===== config.mk =====
export PLATFORM = sky130hd
export DESIGN_NAME = flac_metadata_block_scanner
export DESIGN_NICKNAME = d
export VERILOG_FILES = /design/src/rtl/fmbs_pkg.sv /design/src/rtl/fmbs_core.sv /design/src/rtl/fmbs_resq.sv /design/src/rtl/flac_metadata_block_scanner.sv
export SDC_FILE = /design/constraint.sdc
export NUM_CORES = 1
export LEC_CHECK = 0
export BUFFER_PORTS_ARGS = -buffer_cell sky130_fd_sc_hd__buf_2
export CORE_MARGIN = 2
export CORE_UTILIZATION = 35
export DETAILED_ROUTE_END_ITERATION = 7
export GPL_TIMING_DRIVEN = 0
export PLACE_DENSITY = 0.56
export SKIP_LAST_GASP = 1
export SYNTH_ARGS = -nofsm -noshare
export SYNTH_HDL_FRONTEND = slang
export SYNTH_HIERARCHICAL = 1
export SYNTH_SLANG_ARGS = --single-unit

===== constraint.sdc =====
create_clock -name clk -period 15.1 [get_ports clk]
set_input_delay 3.02 -clock clk [delete_from_list [all_inputs] [get_ports clk]]
set_output_delay 3.02 -clock clk [all_outputs]
set_load 0.02 [all_outputs]

===== src/rtl/fmbs_pkg.sv =====
// Shared types, codes and constants for the FLAC metadata block scanner.
package fmbs_pkg;

    // Scan phase
    typedef enum logic [1:0] {
        PH_MAGIC  = 2'd0,
        PH_HEADER = 2'd1,
        PH_SKIP   = 2'd2,
        PH_DONE   = 2'd3
    } phase_t;

    // Result kinds
    localparam logic [2:0] KIND_COMMENT  = 3'd0;
    localparam logic [2:0] KIND_PICTURES = 3'd1;
    localparam logic [2:0] KIND_ERROR    = 3'd2;
    localparam logic [2:0] KIND_FINISHED = 3'd3;
    localparam logic [2:0] KIND_NOT_FLAC = 3'd4;

    // Metadata block types
    localparam logic [6:0] T_STREAMINFO = 7'd0;
    localparam logic [6:0] T_COMMENT    = 7'd4;
    localparam logic [6:0] T_PICTURE    = 7'd6;
    localparam logic [6:0] T_INVALID    = 7'd127;

    // Bit of the first header byte that flags the last metadata block
    localparam int LAST_BIT_POS = 7;

    // "fLaC"
    localparam logic [7:0] FLAC_MAGIC [4] = '{8'h66, 8'h4C, 8'h61, 8'h43};

    // Result queue depth and occupancy width
    localparam int Q_DEPTH = 3;
    localparam int LEVEL_W = $clog2(Q_DEPTH + 1);

    typedef struct packed {
        logic [2:0]  kind;
        logic [31:0] offset;
        logic [31:0] length;
        logic        last;
    } result_t;

    // Up to two results from one byte, in order
    typedef struct packed {
        logic    v0;
        logic    v1;
        result_t r0;
        result_t r1;
    } res_push_t;

endpackage


===== src/rtl/fmbs_core.sv =====
// Scan state and per-byte decode of the FLAC metadata block scanner.
module fmbs_core (
    input  logic                clk,
    input  logic                rst_n,
    input  logic                accept,
    input  logic [7:0]          data_byte,
    input  logic                stream_start,
    input  logic [31:0]         stream_length,
    output fmbs_pkg::res_push_t push,
    output logic                scan_done
);

    fmbs_pkg::phase_t phase_reg, phase_next, eff_phase, phase_pre;
    logic [1:0]  idx_reg, idx_next, eff_idx;
    logic [31:0] pos_reg, pos_next, eff_pos;
    logic [6:0]  type_reg, type_next, eff_type;
    logic        lastf_reg, lastf_next, eff_lastf;
    logic [23:0] acc_reg, acc_next, eff_acc;
    logic [23:0] skip_reg, skip_next, eff_skip;
    logic        pics_reg, pics_next, eff_pics;
    logic        first_reg, first_next, eff_first;

    logic        active, in_magic, in_hdr, in_skip;
    logic [32:0] nxt;
    logic        eos;
    logic        magic_bad, hdr_done, bad_type, oversize;
    logic        type_fail, size_fail, hdr_ok, comment, picture;
    logic [23:0] size, skip_dec;
    logic        skip_end, body_end, finish, stop;
    logic        eos_hit, eos_magic, eos_fail, pics_now, final_v;
    fmbs_pkg::result_t cmt_res, fin_res;

    // A restart beat sees the reset state
    always_comb
    begin
        if (stream_start)
        begin
            eff_phase = fmbs_pkg::PH_MAGIC;
            eff_idx   = 2'd0;
            eff_pos   = 32'd0;
            eff_type  = 7'd0;
            eff_lastf = 1'b0;
            eff_acc   = 24'd0;
            eff_skip  = 24'd0;
            eff_pics  = 1'b0;
            eff_first = 1'b1;
        end
        else
        begin
            eff_phase = phase_reg;
            eff_idx   = idx_reg;
            eff_pos   = pos_reg;
            eff_type  = type_reg;
            eff_lastf = lastf_reg;
            eff_acc   = acc_reg;
            eff_skip  = skip_reg;
            eff_pics  = pics_reg;
            eff_first = first_reg;
        end
    end

    // Event decode
    always_comb
    begin
        active   = (eff_phase != fmbs_pkg::PH_DONE);
        in_magic = (eff_phase == fmbs_pkg::PH_MAGIC);
        in_hdr   = (eff_phase == fmbs_pkg::PH_HEADER);
        in_skip  = (eff_phase == fmbs_pkg::PH_SKIP);
        nxt      = {1'b0, eff_pos} + 33'd1;
        eos      = (nxt >= {1'b0, stream_length});

        magic_bad = in_magic && (data_byte != fmbs_pkg::FLAC_MAGIC[eff_idx]);
        hdr_done  = in_hdr && (eff_idx == 2'd3);
        size      = {eff_acc[15:0], data_byte};
        bad_type  = eff_first ? (eff_type != fmbs_pkg::T_STREAMINFO)
                              : ((eff_type == fmbs_pkg::T_STREAMINFO) ||
                                 (eff_type == fmbs_pkg::T_INVALID));
        // size > length - nxt - 4, rearranged to stay unsigned
        oversize  = ({10'd0, size} + {1'b0, nxt} + 34'd4) > {2'd0, stream_length};

        type_fail = hdr_done && bad_type;
        size_fail = hdr_done && !bad_type && oversize;
        hdr_ok    = hdr_done && !bad_type && !oversize;
        comment   = hdr_ok && !eff_first && (eff_type == fmbs_pkg::T_COMMENT);
        picture   = hdr_ok && !eff_first && (eff_type == fmbs_pkg::T_PICTURE);

        skip_dec  = eff_skip - 24'd1;
        skip_end  = in_skip && (skip_dec == 24'd0);
        body_end  = (hdr_ok && (size == 24'd0)) || skip_end;
        finish    = body_end && (eff_lastf || eos);
        stop      = magic_bad || type_fail || size_fail || finish;
        pics_now  = eff_pics || picture;

        unique case (eff_phase)
            fmbs_pkg::PH_MAGIC:
                phase_pre = (eff_idx == 2'd3) ? fmbs_pkg::PH_HEADER : fmbs_pkg::PH_MAGIC;
            fmbs_pkg::PH_HEADER:
                phase_pre = (hdr_ok && (size != 24'd0)) ? fmbs_pkg::PH_SKIP
                                                         : fmbs_pkg::PH_HEADER;
            fmbs_pkg::PH_SKIP:
                phase_pre = skip_end ? fmbs_pkg::PH_HEADER : fmbs_pkg::PH_SKIP;
            fmbs_pkg::PH_DONE:
                phase_pre = fmbs_pkg::PH_DONE;
        endcase
        if (stop)
        begin
            phase_pre = fmbs_pkg::PH_DONE;
        end

        // Stream runs out with the scan still open
        eos_hit   = active && !stop && eos;
        eos_magic = eos_hit && (phase_pre == fmbs_pkg::PH_MAGIC);
        eos_fail  = eos_hit && (phase_pre != fmbs_pkg::PH_MAGIC);
        final_v   = stop || eos_hit;
    end

    // Next state
    always_comb
    begin
        phase_next = eos_hit ? fmbs_pkg::PH_DONE : phase_pre;
        idx_next   = (in_magic || in_hdr) ? (eff_idx + 2'd1) : eff_idx;
        pos_next   = active ? nxt[31:0] : eff_pos;
        type_next  = eff_type;
        lastf_next = eff_lastf;
        acc_next   = eff_acc;
        if (in_hdr)
        begin
            if (eff_idx == 2'd0)
            begin
                type_next  = data_byte[6:0];
                lastf_next = data_byte[fmbs_pkg::LAST_BIT_POS];
                acc_next   = 24'd0;
            end
            else
            begin
                acc_next = size;
            end
        end
        if (hdr_ok)
        begin
            skip_next = size;
        end
        else if (in_skip)
        begin
            skip_next = skip_dec;
        end
        else
        begin
            skip_next = eff_skip;
        end
        pics_next  = pics_now;
        first_next = hdr_ok ? 1'b0 : eff_first;
    end

    // Results
    always_comb
    begin
        cmt_res.kind   = fmbs_pkg::KIND_COMMENT;
        cmt_res.offset = nxt[31:0];
        cmt_res.length = {8'd0, size};
        cmt_res.last   = 1'b0;

        fin_res.offset = 32'd0;
        fin_res.length = 32'd0;
        fin_res.last   = 1'b1;
        if (magic_bad || eos_magic)
        begin
            fin_res.kind = fmbs_pkg::KIND_NOT_FLAC;
        end
        else if (type_fail || size_fail || eos_fail)
        begin
            fin_res.kind = fmbs_pkg::KIND_ERROR;
            if (type_fail)
            begin
                fin_res.offset = eff_pos - 32'd3;
            end
            else if (size_fail)
            begin
                fin_res.offset = eff_pos - 32'd2;
            end
            else
            begin
                fin_res.offset = nxt[31:0];
            end
        end
        else if (pics_now)
        begin
            fin_res.kind   = fmbs_pkg::KIND_PICTURES;
            fin_res.length = stream_length;
        end
        else
        begin
            fin_res.kind = fmbs_pkg::KIND_FINISHED;
        end

        push.v0 = accept && (comment || final_v);
        push.v1 = accept && comment && final_v;
        push.r0 = comment ? cmt_res : fin_res;
        push.r1 = fin_res;
    end

    assign scan_done = (phase_reg == fmbs_pkg::PH_DONE);

    always_ff @(posedge clk or negedge rst_n)
    begin
        if (!rst_n)
        begin
            phase_reg <= fmbs_pkg::PH_MAGIC;
            idx_reg   <= 2'd0;
            pos_reg   <= 32'd0;
            type_reg  <= 7'd0;
            lastf_reg <= 1'b0;
            acc_reg   <= 24'd0;
            skip_reg  <= 24'd0;
            pics_reg  <= 1'b0;
            first_reg <= 1'b1;
        end
        else if (accept)
        begin
            phase_reg <= phase_next;
            idx_reg   <= idx_next;
            pos_reg   <= pos_next;
            type_reg  <= type_next;
            lastf_reg <= lastf_next;
            acc_reg   <= acc_next;
            skip_reg  <= skip_next;
            pics_reg  <= pics_next;
            first_reg <= first_next;
        end
    end

endmodule


===== src/rtl/fmbs_resq.sv =====
// Three-entry result queue taking up to two results a cycle, head at entry zero.
module fmbs_resq (
    input  logic                           clk,
    input  logic                           rst_n,
    input  fmbs_pkg::res_push_t            push,
    input  logic                           pop,
    output fmbs_pkg::result_t              head,
    output logic [fmbs_pkg::LEVEL_W-1:0]   level
);

    fmbs_pkg::result_t q_reg   [fmbs_pkg::Q_DEPTH];
    fmbs_pkg::result_t q_next  [fmbs_pkg::Q_DEPTH];
    fmbs_pkg::result_t shifted [fmbs_pkg::Q_DEPTH];
    logic [fmbs_pkg::LEVEL_W-1:0] level_reg, level_next, base;

    always_comb
    begin
        // Advance the queue on a pop, then append behind what remains
        for (int i = 0; i < fmbs_pkg::Q_DEPTH - 1; i++)
        begin
            shifted[i] = pop ? q_reg[i + 1] : q_reg[i];
        end
        shifted[fmbs_pkg::Q_DEPTH - 1] = q_reg[fmbs_pkg::Q_DEPTH - 1];
        base = level_reg - {{(fmbs_pkg::LEVEL_W-1){1'b0}}, pop};
        for (int i = 0; i < fmbs_pkg::Q_DEPTH; i++)
        begin
            q_next[i] = shifted[i];
            if (push.v0 && (base == fmbs_pkg::LEVEL_W'(i)))
            begin
                q_next[i] = push.r0;
            end
            if (push.v1 && ((base + fmbs_pkg::LEVEL_W'(1)) == fmbs_pkg::LEVEL_W'(i)))
            begin
                q_next[i] = push.r1;
            end
        end
        level_next = base + {{(fmbs_pkg::LEVEL_W-1){1'b0}}, push.v0}
                          + {{(fmbs_pkg::LEVEL_W-1){1'b0}}, push.v1};
    end

    always_ff @(posedge clk)
    begin
        for (int i = 0; i < fmbs_pkg::Q_DEPTH; i++)
        begin
            q_reg[i] <= q_next[i];
        end
    end

    always_ff @(posedge clk or negedge rst_n)
    begin
        if (!rst_n)
        begin
            level_reg <= '0;
        end
        else
        begin
            level_reg <= level_next;
        end
    end

    assign head  = q_reg[0];
    assign level = level_reg;

endmodule


===== src/rtl/flac_metadata_block_scanner.sv =====
// Top level of the FLAC metadata block scanner: config register, scan core, result queue.
// Each result is registered in the result queue before it reaches the output.
// Throughput: one byte beat per cycle while the queue has room; a byte can yield two
// results, and the three-entry result queue takes input while at most one result waits.
// Reset: scan returns to the magic check with all counters cleared, stream_length to zero,
// result queue empty.
module flac_metadata_block_scanner (
    input  logic        clk,
    input  logic        rst_n,
    // byte input
    input  logic        in_valid,
    output logic        in_ready,
    input  logic [7:0]  data_byte,
    input  logic        stream_start,
    // result output
    output logic        out_valid,
    input  logic        out_ready,
    output logic [2:0]  kind,
    output logic [31:0] offset,
    output logic [31:0] length,
    output logic        last,
    // configuration write
    input  logic        cfg_valid,
    output logic        cfg_ready,
    input  logic [31:0] stream_length
);

    logic [31:0]                   stream_length_reg;
    logic                          in_accept;
    logic                          out_pop;
    logic                          scan_done;
    fmbs_pkg::res_push_t           push;
    fmbs_pkg::result_t             head;
    logic [fmbs_pkg::LEVEL_W-1:0]  level;

    // The register takes a write in any cycle; it does not restart the scan
    assign cfg_ready = 1'b1;

    always_ff @(posedge clk or negedge rst_n)
    begin
        if (!rst_n)
        begin
            stream_length_reg <= 32'd0;
        end
        else if (cfg_valid)
        begin
            stream_length_reg <= stream_length;
        end
    end

    // Accept a byte beat only while the queue has room for two results,
    // judged from the registered level alone so ready never depends on valid
    assign in_ready  = (level <= fmbs_pkg::LEVEL_W'(fmbs_pkg::Q_DEPTH - 2));
    assign in_accept = in_valid && in_ready;

    // Scan state and decode: all work for one byte sits between the
    // state registers and the queue entries
    fmbs_core u_core (
        .clk           (clk),
        .rst_n         (rst_n),
        .accept        (in_accept),
        .data_byte     (data_byte),
        .stream_start  (stream_start),
        .stream_length (stream_length_reg),
        .push          (push),
        .scan_done     (scan_done)
    );

    // Hold results here until the consumer takes them; the head entry
    // drives the output ports directly
    assign out_pop = out_valid && out_ready;

    fmbs_resq u_resq (
        .clk   (clk),
        .rst_n (rst_n),
        .push  (push),
        .pop   (out_pop),
        .head  (head),
        .level (level)
    );

    assign out_valid = (level != '0);
    assign kind      = head.kind;
    assign offset    = head.offset;
    assign length    = head.length;
    assign last      = head.last;

`ifndef ASSERT_OFF
    // A pair of results is always a comment location followed by the final result
    a_pair_order: assert property (@(posedge clk) disable iff (!rst_n)
        push.v1 |-> (push.v0 && !push.r0.last && push.r1.last))
        else $error("result pair out of order");

    // A stopped scan yields nothing until a restart beat
    a_done_silent: assert property (@(posedge clk) disable iff (!rst_n)
        (in_accept && !stream_start && scan_done) |-> !push.v0)
        else $error("result after scan stopped");

    // Nothing is pushed without an accepted beat
    a_push_needs_beat: assert property (@(posedge clk) disable iff (!rst_n)
        push.v0 |-> in_accept)
        else $error("result pushed without input beat");

    // A pushed result is always held: the queue is never empty the cycle after a push
    a_queue_room: assert property (@(posedge clk) disable iff (!rst_n)
        push.v0 |=> (level != '0))
        else $error("result queue lost a result");
`endif

endmodule


==> results.tsv, run 1 <==
stage	metric	value	unit
status	status	finished clean	
critical_path	worstPathMaxFanout	36	
yosys	synth_edf_count	204	
route	ant_nets	0	
die	die_w	266	um
die	core	67500	um^2
sta	finalCriticalPeriod	14.72	ns
sta	fmax	67.9	MHz
global_route	busiest_layer	met2	
global_route	grt_max_degree	88	
sta	tightest_slew	1.46	ns
final_layout	layout_common_cells	204 x edfxtp_1, 178 x o21ai_0, 177 x nor2_1	
final_layout	finish.utilization	40.5	%
clock_network	htree_levels	2	
clock_network	cts.path.max_buffers	3	
clock_network	numCtsBuffers	41	
final_layout	finalInstanceArea	27300	um^2
sta	setup_viol	0	
sta	fin_ws	0.379	ns
sta	tns	0	ns
clock_network	cts_hold_buf	0	
hold_path	hold_depth	1	
sta	slew-limit-headroom	2.38	%
yosys	postSynthAreaPerCell	9.26	um^2
final_layout	nFillCells	6713	
yosys	yosysSeqAreaShare	38.0	%
yosys	yosysWarnings	6	
die	rows	95	
pwr	p_comb_share	39.6	%
route	route.detailed.drc	0	
clock_network	clk_pin_slew	0.06	ns
pwr	switchingPower	1.58	mW
yosys	synthArstFlopShare	37.0	%
place	place_area	25800	um^2
sta	fin_crit_sh	97.5	%
final_layout	fin_nets	2921	
final_layout	multi_input_area	13300	um^2
clock_network	insertion_delay	0.60	ns
final_layout	insertedDiodeCount	0	
critical_path	crit_type	primary input to register	
clock_network	root_buffer	clkbuf_16	
critical_path	end_kind	register	
route	routed_via_density	6.15	
global_route	antenna_found_initial	2	
final_layout	register_area	9130	um^2
global_route	use_met2	41.4	%
sta	fin_worst_skew	0.0311	ns
critical_path	worstReg2RegStart	u_core/pos_reg[0]$_DFFE_PN0P_	
global_route	grt_pass1_wl	144	mm
pwr	power.share.sequential	34.4	%
sta	holdWs	0.511	ns
die	pin_count	117	
pwr	swShare	40.8	%
critical_path	cp.arrival	15.02	ns
route	drtIter0Drc	2739	
route	drt_wl_total	98.4	mm
die	start_util	35.5	%
die	die_h	266	um
yosys	synth_cells	2592	
route	via_count	22500	
global_route	groute.layer.met1.usage	37.4	%
critical_path	r2r_cells	39	
sta	slew_violations	0	
critical_path	cp_data_required_time	15.40	ns
sta	hold_violations	0	
die	die_area	70700	um^2
place	io_buffers	114	
hold_path	hold_path.class	register to register	
global_route	overflow	0	
global_route	gr-usage-met3	4.56	%
clock_network	cts.sinks	324	
pwr	vdd_drop_max	0.0902	mV
sta	rsz0062_at_grt	no	
final_layout	layoutNonFillerInstCount	3659	
critical_path	reg2reg_slack	3.39	ns
global_route	grtUsageTotal	27.2	%
yosys	dominantRegCellSynth	edfxtp_1	
route	drt_first_pass_iters	6	
hold_path	hold_path_end	u_core/idx_reg[1]$_DFFE_PN0P_	
yosys	synth_seq_cells	324	
pwr	p_int	2.29	mW
critical_path	r2r-end	u_resq/q_reg[0][91]$_DFFE_PP_	
critical_path	startpoint_type	primary input	
yosys	syn_nets	2760	
pwr	p_leak	11.4	nW
place	dpl.hpwl	73.6	mm
final_layout	area_delta_synth_final	13.9	%
yosys	syn_area	24000	um^2
critical_path	slowest_stage	xnor2_1	
place	dp_slack	-5.55	ns
final_layout	largest_reg_flops	204	
pwr	power_density	142	nW/um^2
place	dp_cells	3583	
critical_path	slowest_delay	1.07	ns
run	maxCapViolations	0	
yosys	synth.lib_cells_used.distinct	93	
hold_path	hp-start	u_core/idx_reg[1]$_DFFE_PN0P_	
pwr	power	3.87	mW
global_route	grt_pass1_vias	21500	
route	wl_per_cell	26.9	um
clock_network	cts_tree	built	
pwr	clkPwrFrac	26.0	%
place	place.gp.congestion	0.973	
final_layout	drive_gt1_share	15.8	%
final_layout	final_common_cell	edfxtp_1	
synthesized netlist by cell type, types with 68 or more instances:
master,n,share of area (%)
a21oi_1,107,2.2
o21ai_0,178,3.7
nand2_1,143,2.2
edfxtp_1,204,26
clkbuf_1,134,2.1
ha_1,121,6.3
dfrtp_1,119,12
and3_1,91,2.4
a221o_1,72,3.0
nand3_1,113,2.4
nor3_1,132,2.8
buf_4,82,2.6
a31oi_1,92,2.4
nor2_1,182,2.8
mux2_1,68,3.2
inv_1,88,1.4
layout make-up:
type	instances	share of cell area, %
timing repair buffer	121	2.51
multi-input combinational	1912	48.6
clock inverter	18	0.769
inverter	90	1.24
sequential	324	33.4
buffer	263	5.26
tap	873	4.00
clock buffer	58	4.21
power by group through the flow:
stage	clock, mW	combinational, mW	sequential, mW
2_1_floorplan	0	0.985	1.30
3_3_place_gp	0	1.46	1.35
3_5_place_dp	0	1.49	1.34
4_1_cts	1.02	1.50	1.33
5_1_grt	1.06	1.63	1.35
6_report	1.01	1.53	1.33
cells by family (layout without fill, tap and decap cells):
| group | after synthesis | count (layout) | synth area share, % |
|---|---|---|---|
| other | 2 | 2 | 0.0313 |
| flip-flops | 324 | 324 | 38.0 |
| XOR/XNOR | 71 | 71 | 2.70 |
| multiplexers | 149 | 149 | 7.39 |
| buffers and inverters | 359 | 550 | 7.39 |
| AO/OA/AOI/OAI | 675 | 676 | 18.9 |
| adder cells (fa/ha/maj) | 122 | 122 | 6.39 |
| AND/OR/NAND/NOR | 890 | 892 | 19.1 |
how the worst max path moves through the flow:
stage                                     endpoint  slack (ns)         start
finish               u_resq/q_reg[0][91]$_DFFE_PP_        0.38  stream_start
detailed placement    u_resq/q_reg[0][7]$_DFFE_PP_       -5.55  stream_start
global route        u_resq/q_reg[0][143]$_DFFE_PP_        0.13  stream_start
floorplan           u_resq/q_reg[0][100]$_DFFE_PP_        0.49  stream_start
CTS                  u_resq/q_reg[0][76]$_DFFE_PP_       0.009  stream_start
global placement     u_resq/q_reg[0][80]$_DFFE_PP_       -7.36  stream_start
critical path, delay by kind of cell:
kind | cells | cell delay (ns)
buffers and inverters | 11 | 4.18
and+or+nand+nor | 10 | 3.03
adders and majority gates | 3 | 1.10
AOI/OAI and AO/OA | 11 | 2.42
xor gates and xnor gates | 2 | 1.18
metal layers:
metal | vias to the layer above | wire length, um
met3 | 208 | 8630
met5 | - | 0
met4 | 0 | 5110
li1 | 10000 | -
met2 | 1221 | 42900
met1 | 11100 | 41800
repair_timing:
action                                  CTS  global route
endpoints found under the setup margin  438           359
cloned                                    3             0
resized for setup                        35            10
pin swaps                                 2             0
setup buffers                             3             0
Note: power is estimated with default switching activity, not from simulation.
==> run 2, diff against run 1 <==
--- a/config.mk
+++ b/config.mk
@@ -9,7 +9,6 @@
 export CORE_MARGIN = 2
 export CORE_UTILIZATION = 35
 export DETAILED_ROUTE_END_ITERATION = 7
-export GPL_TIMING_DRIVEN = 0
 export PLACE_DENSITY = 0.56
 export SKIP_LAST_GASP = 1
 export SYNTH_ARGS = -nofsm -noshare
==> run 2 against run 1 <==
Net effect:
- via count is 5.7% lower
- total power decreased by 3.7%
- clock power grew 9%
- sequential share of layout area is 1.3 points higher
- die area unchanged
- final area shrank 3.9%
- worst hold slack worse by 0.0031 ns
- utilization fell by 1.6 points
- combinational power shrank 16%
- sequential power about the same
- maximum frequency rose by 11%
- critical path type unchanged
==> results.tsv, run 2 (synthesized netlist as in run 1, its figures left out) <==
stage	metric	value	unit	change
status	status	finished clean		
critical_path	cp-endpoint	u_resq/q_reg[0][183]$_DFFE_PP_		
critical_path	end_kind	register		
route	drt_wl_total	87.4	mm	-11%
clock_network	root_buffer	clkbuf_16		
sta	fin_worst_skew	0.0243	ns	-0.00687 ns
clock_network	htree_levels	2		unchanged
pwr	p_leak	10.9	nW	-4.5%
route	routed_via_density	6.17		+0.25%
critical_path	startpoint_type	primary input		
clock_network	clk_pin_slew	0.06	ns	about the same
clock_network	cts.sinks	324		unchanged
die	die_h	266	um	unchanged
global_route	grt_max_degree	109		+24%
sta	slew-limit-headroom	20.8	%	+18 points
route	drt_first_pass_iters	6		unchanged
place	dpl.hpwl	60.1	mm	-18%
sta	fin_crit_sh	88.1	%	-9.4 points
critical_path	cp_data_required_time	15.43	ns	+0.03 ns
pwr	vdd_drop_max	0.306	mV	+240%
sta	slew_violations	0		unchanged
route	drtIter0Drc	2437		-11%
critical_path	worstReg2RegStart	u_core/pos_reg[0]$_DFFE_PN0P_		
final_layout	final_common_cell	edfxtp_1		
clock_network	cts.path.max_buffers	3		unchanged
global_route	overflow	0		unchanged
global_route	grtUsageTotal	24.2	%	-3.0 points
clock_network	insertion_delay	0.59	ns	about the same
place	place.gp.congestion	0.943		-3.1%
critical_path	reg2reg_slack	3.87	ns	+0.48 ns
route	ant_nets	0		unchanged
sta	fmax	75.2	MHz	+11%
run	maxCapViolations	0		unchanged
die	core	67500	um^2	unchanged
die	die_area	70700	um^2	unchanged
place	dp_slack	1.55	ns	+7.10 ns
sta	tns	0	ns	unchanged
sta	fin_ws	1.80	ns	+1.42 ns
final_layout	largest_reg_flops	204		unchanged
global_route	grt_pass1_vias	20300		-5.4%
sta	finalCriticalPeriod	13.30	ns	-1.42 ns
final_layout	area_delta_synth_final	9.52	%	
die	pin_count	117		unchanged
critical_path	slowest_stage	a2111oi_0		
critical_path	crit_start	stream_start		
clock_network	cts_setup_buffers	0		-3
critical_path	slowest_delay	0.67	ns	-0.40 ns
final_layout	drive_gt1_share	13.5	%	-2.3 points
global_route	grt_pass1_wl	132	mm	-8.6%
sta	hold_violations	0		unchanged
critical_path	cp.arrival	13.63	ns	-1.39 ns
final_layout	layout_common_cells	204 x edfxtp_1, 181 x nor2_1, 177 x o21ai_0		
critical_path	r2r_cells	33		-15%
die	start_util	35.5	%	unchanged
clock_network	cts_resized	0		-100%
sta	tightest_slew	1.17	ns	-0.284 ns
pwr	power_density	142	nW/um^2	+0.16%
route	wl_per_cell	25.4	um	-5.6%
sta	setup_viol	0		unchanged
place	io_buffers	115		+0.88%
hold_path	hold_path.class	register to register		
critical_path	crit_type	primary input to register		
final_layout	fin_nets	2704		-7.4%
clock_network	cts_tree	built		
global_route	antenna_found_initial	1		-1
clock_network	numCtsBuffers	42		+2.4%
critical_path	r2r-end	u_resq/q_reg[0][183]$_DFFE_PP_		
critical_path	worstPathMaxFanout	43		+19%
route	route.detailed.drc	0		unchanged
sta	rsz0062_at_grt	no		
route	via_count	21200		-5.7%
die	rows	95		unchanged
clock_network	cts_hold_buf	0		unchanged
die	die_w	266	um	unchanged
[run 2: changes by cell type in the layout (fill, tap and decap cells not counted), sizes merged]
cell	before	now
bufinv	3	8
diode	0	1
buf	253	169
clkinvlp	5	1
nand2b	18	17
inv	90	91
clkbuf	189	57
nand2	144	143
o21ai	184	183
[run 2: metal layers]
metal | global-route usage (%) | vias up | routed length (um)
li1 | - | 9589 | -
met1 | 33.8 | 10400 | 38400
met2 | 37.3 | 1043 | 38400
met3 | 4.38 | 188 | 7250
met4 | 8.73 | 0 | 3400
met5 | 0 | - | 0
[run 2: how the worst min path moves through the flow]
stage                                   from                             to  slack, ns  cells after the start
2_1_floorplan   u_core/lastf_reg$_DFFE_PN0P_   u_core/lastf_reg$_DFFE_PN0P_       0.47                      1
3_3_place_gp   u_core/idx_reg[1]$_DFFE_PN0P_  u_core/idx_reg[1]$_DFFE_PN0P_       0.49                      1
6_report       u_core/idx_reg[1]$_DFFE_PN0P_  u_core/idx_reg[1]$_DFFE_PN0P_       0.51                      1
4_1_cts        u_core/idx_reg[1]$_DFFE_PN0P_  u_core/idx_reg[1]$_DFFE_PN0P_       0.51                      1
3_5_place_dp   u_core/idx_reg[1]$_DFFE_PN0P_  u_core/idx_reg[1]$_DFFE_PN0P_       0.50                      1
5_1_grt        u_core/idx_reg[1]$_DFFE_PN0P_  u_core/idx_reg[1]$_DFFE_PN0P_       0.52                      1
[run 2: critical path, delay by kind of cell]
kind            cells  cell delay [ns]
simple gates       12             3.66
compound gates     10             3.20
fa+ha+maj           4             1.53
buf+inv             5             1.14
xor+xnor            2             0.63
mux                 1             0.38
[run 2: cell type report]
cell class	instances	area, um^2
fill	6647	41200
inverter	90	338
clock buffer	57	1150
timing repair buffer	169	1000
sequential	324	9130
clock inverter	20	344
multi-input combinational	1909	13200
tap	873	1090
antenna	1	2.50
[run 2: power by group]
group / internal [mW] / switching (mW)
clock network: 0.674 / 0.422
registers: 1.21 / 0.147
logic: 0.384 / 0.898
[run 2: metrics by stage]
| stage | instances | cell area, um^2 | util [%] | hold WS (ns) | total power [mW] |
|---|---|---|---|---|---|
| 2_1_floorplan | 2592 | 24000 | - | 0.466 | 2.29 |
| 3_3_place_gp | 3365 | 24800 | 36.7 | 0.492 | 2.61 |
| 3_5_place_dp | 3365 | 24800 | 36.7 | 0.499 | 2.63 |
| 4_1_cts | 3442 | 26300 | 38.9 | 0.512 | 3.74 |
| 5_1_grt | 3442 | 26300 | 38.9 | 0.517 | 3.91 |
| 6_report | 3443 | 26300 | 38.9 | 0.508 | 3.73 |
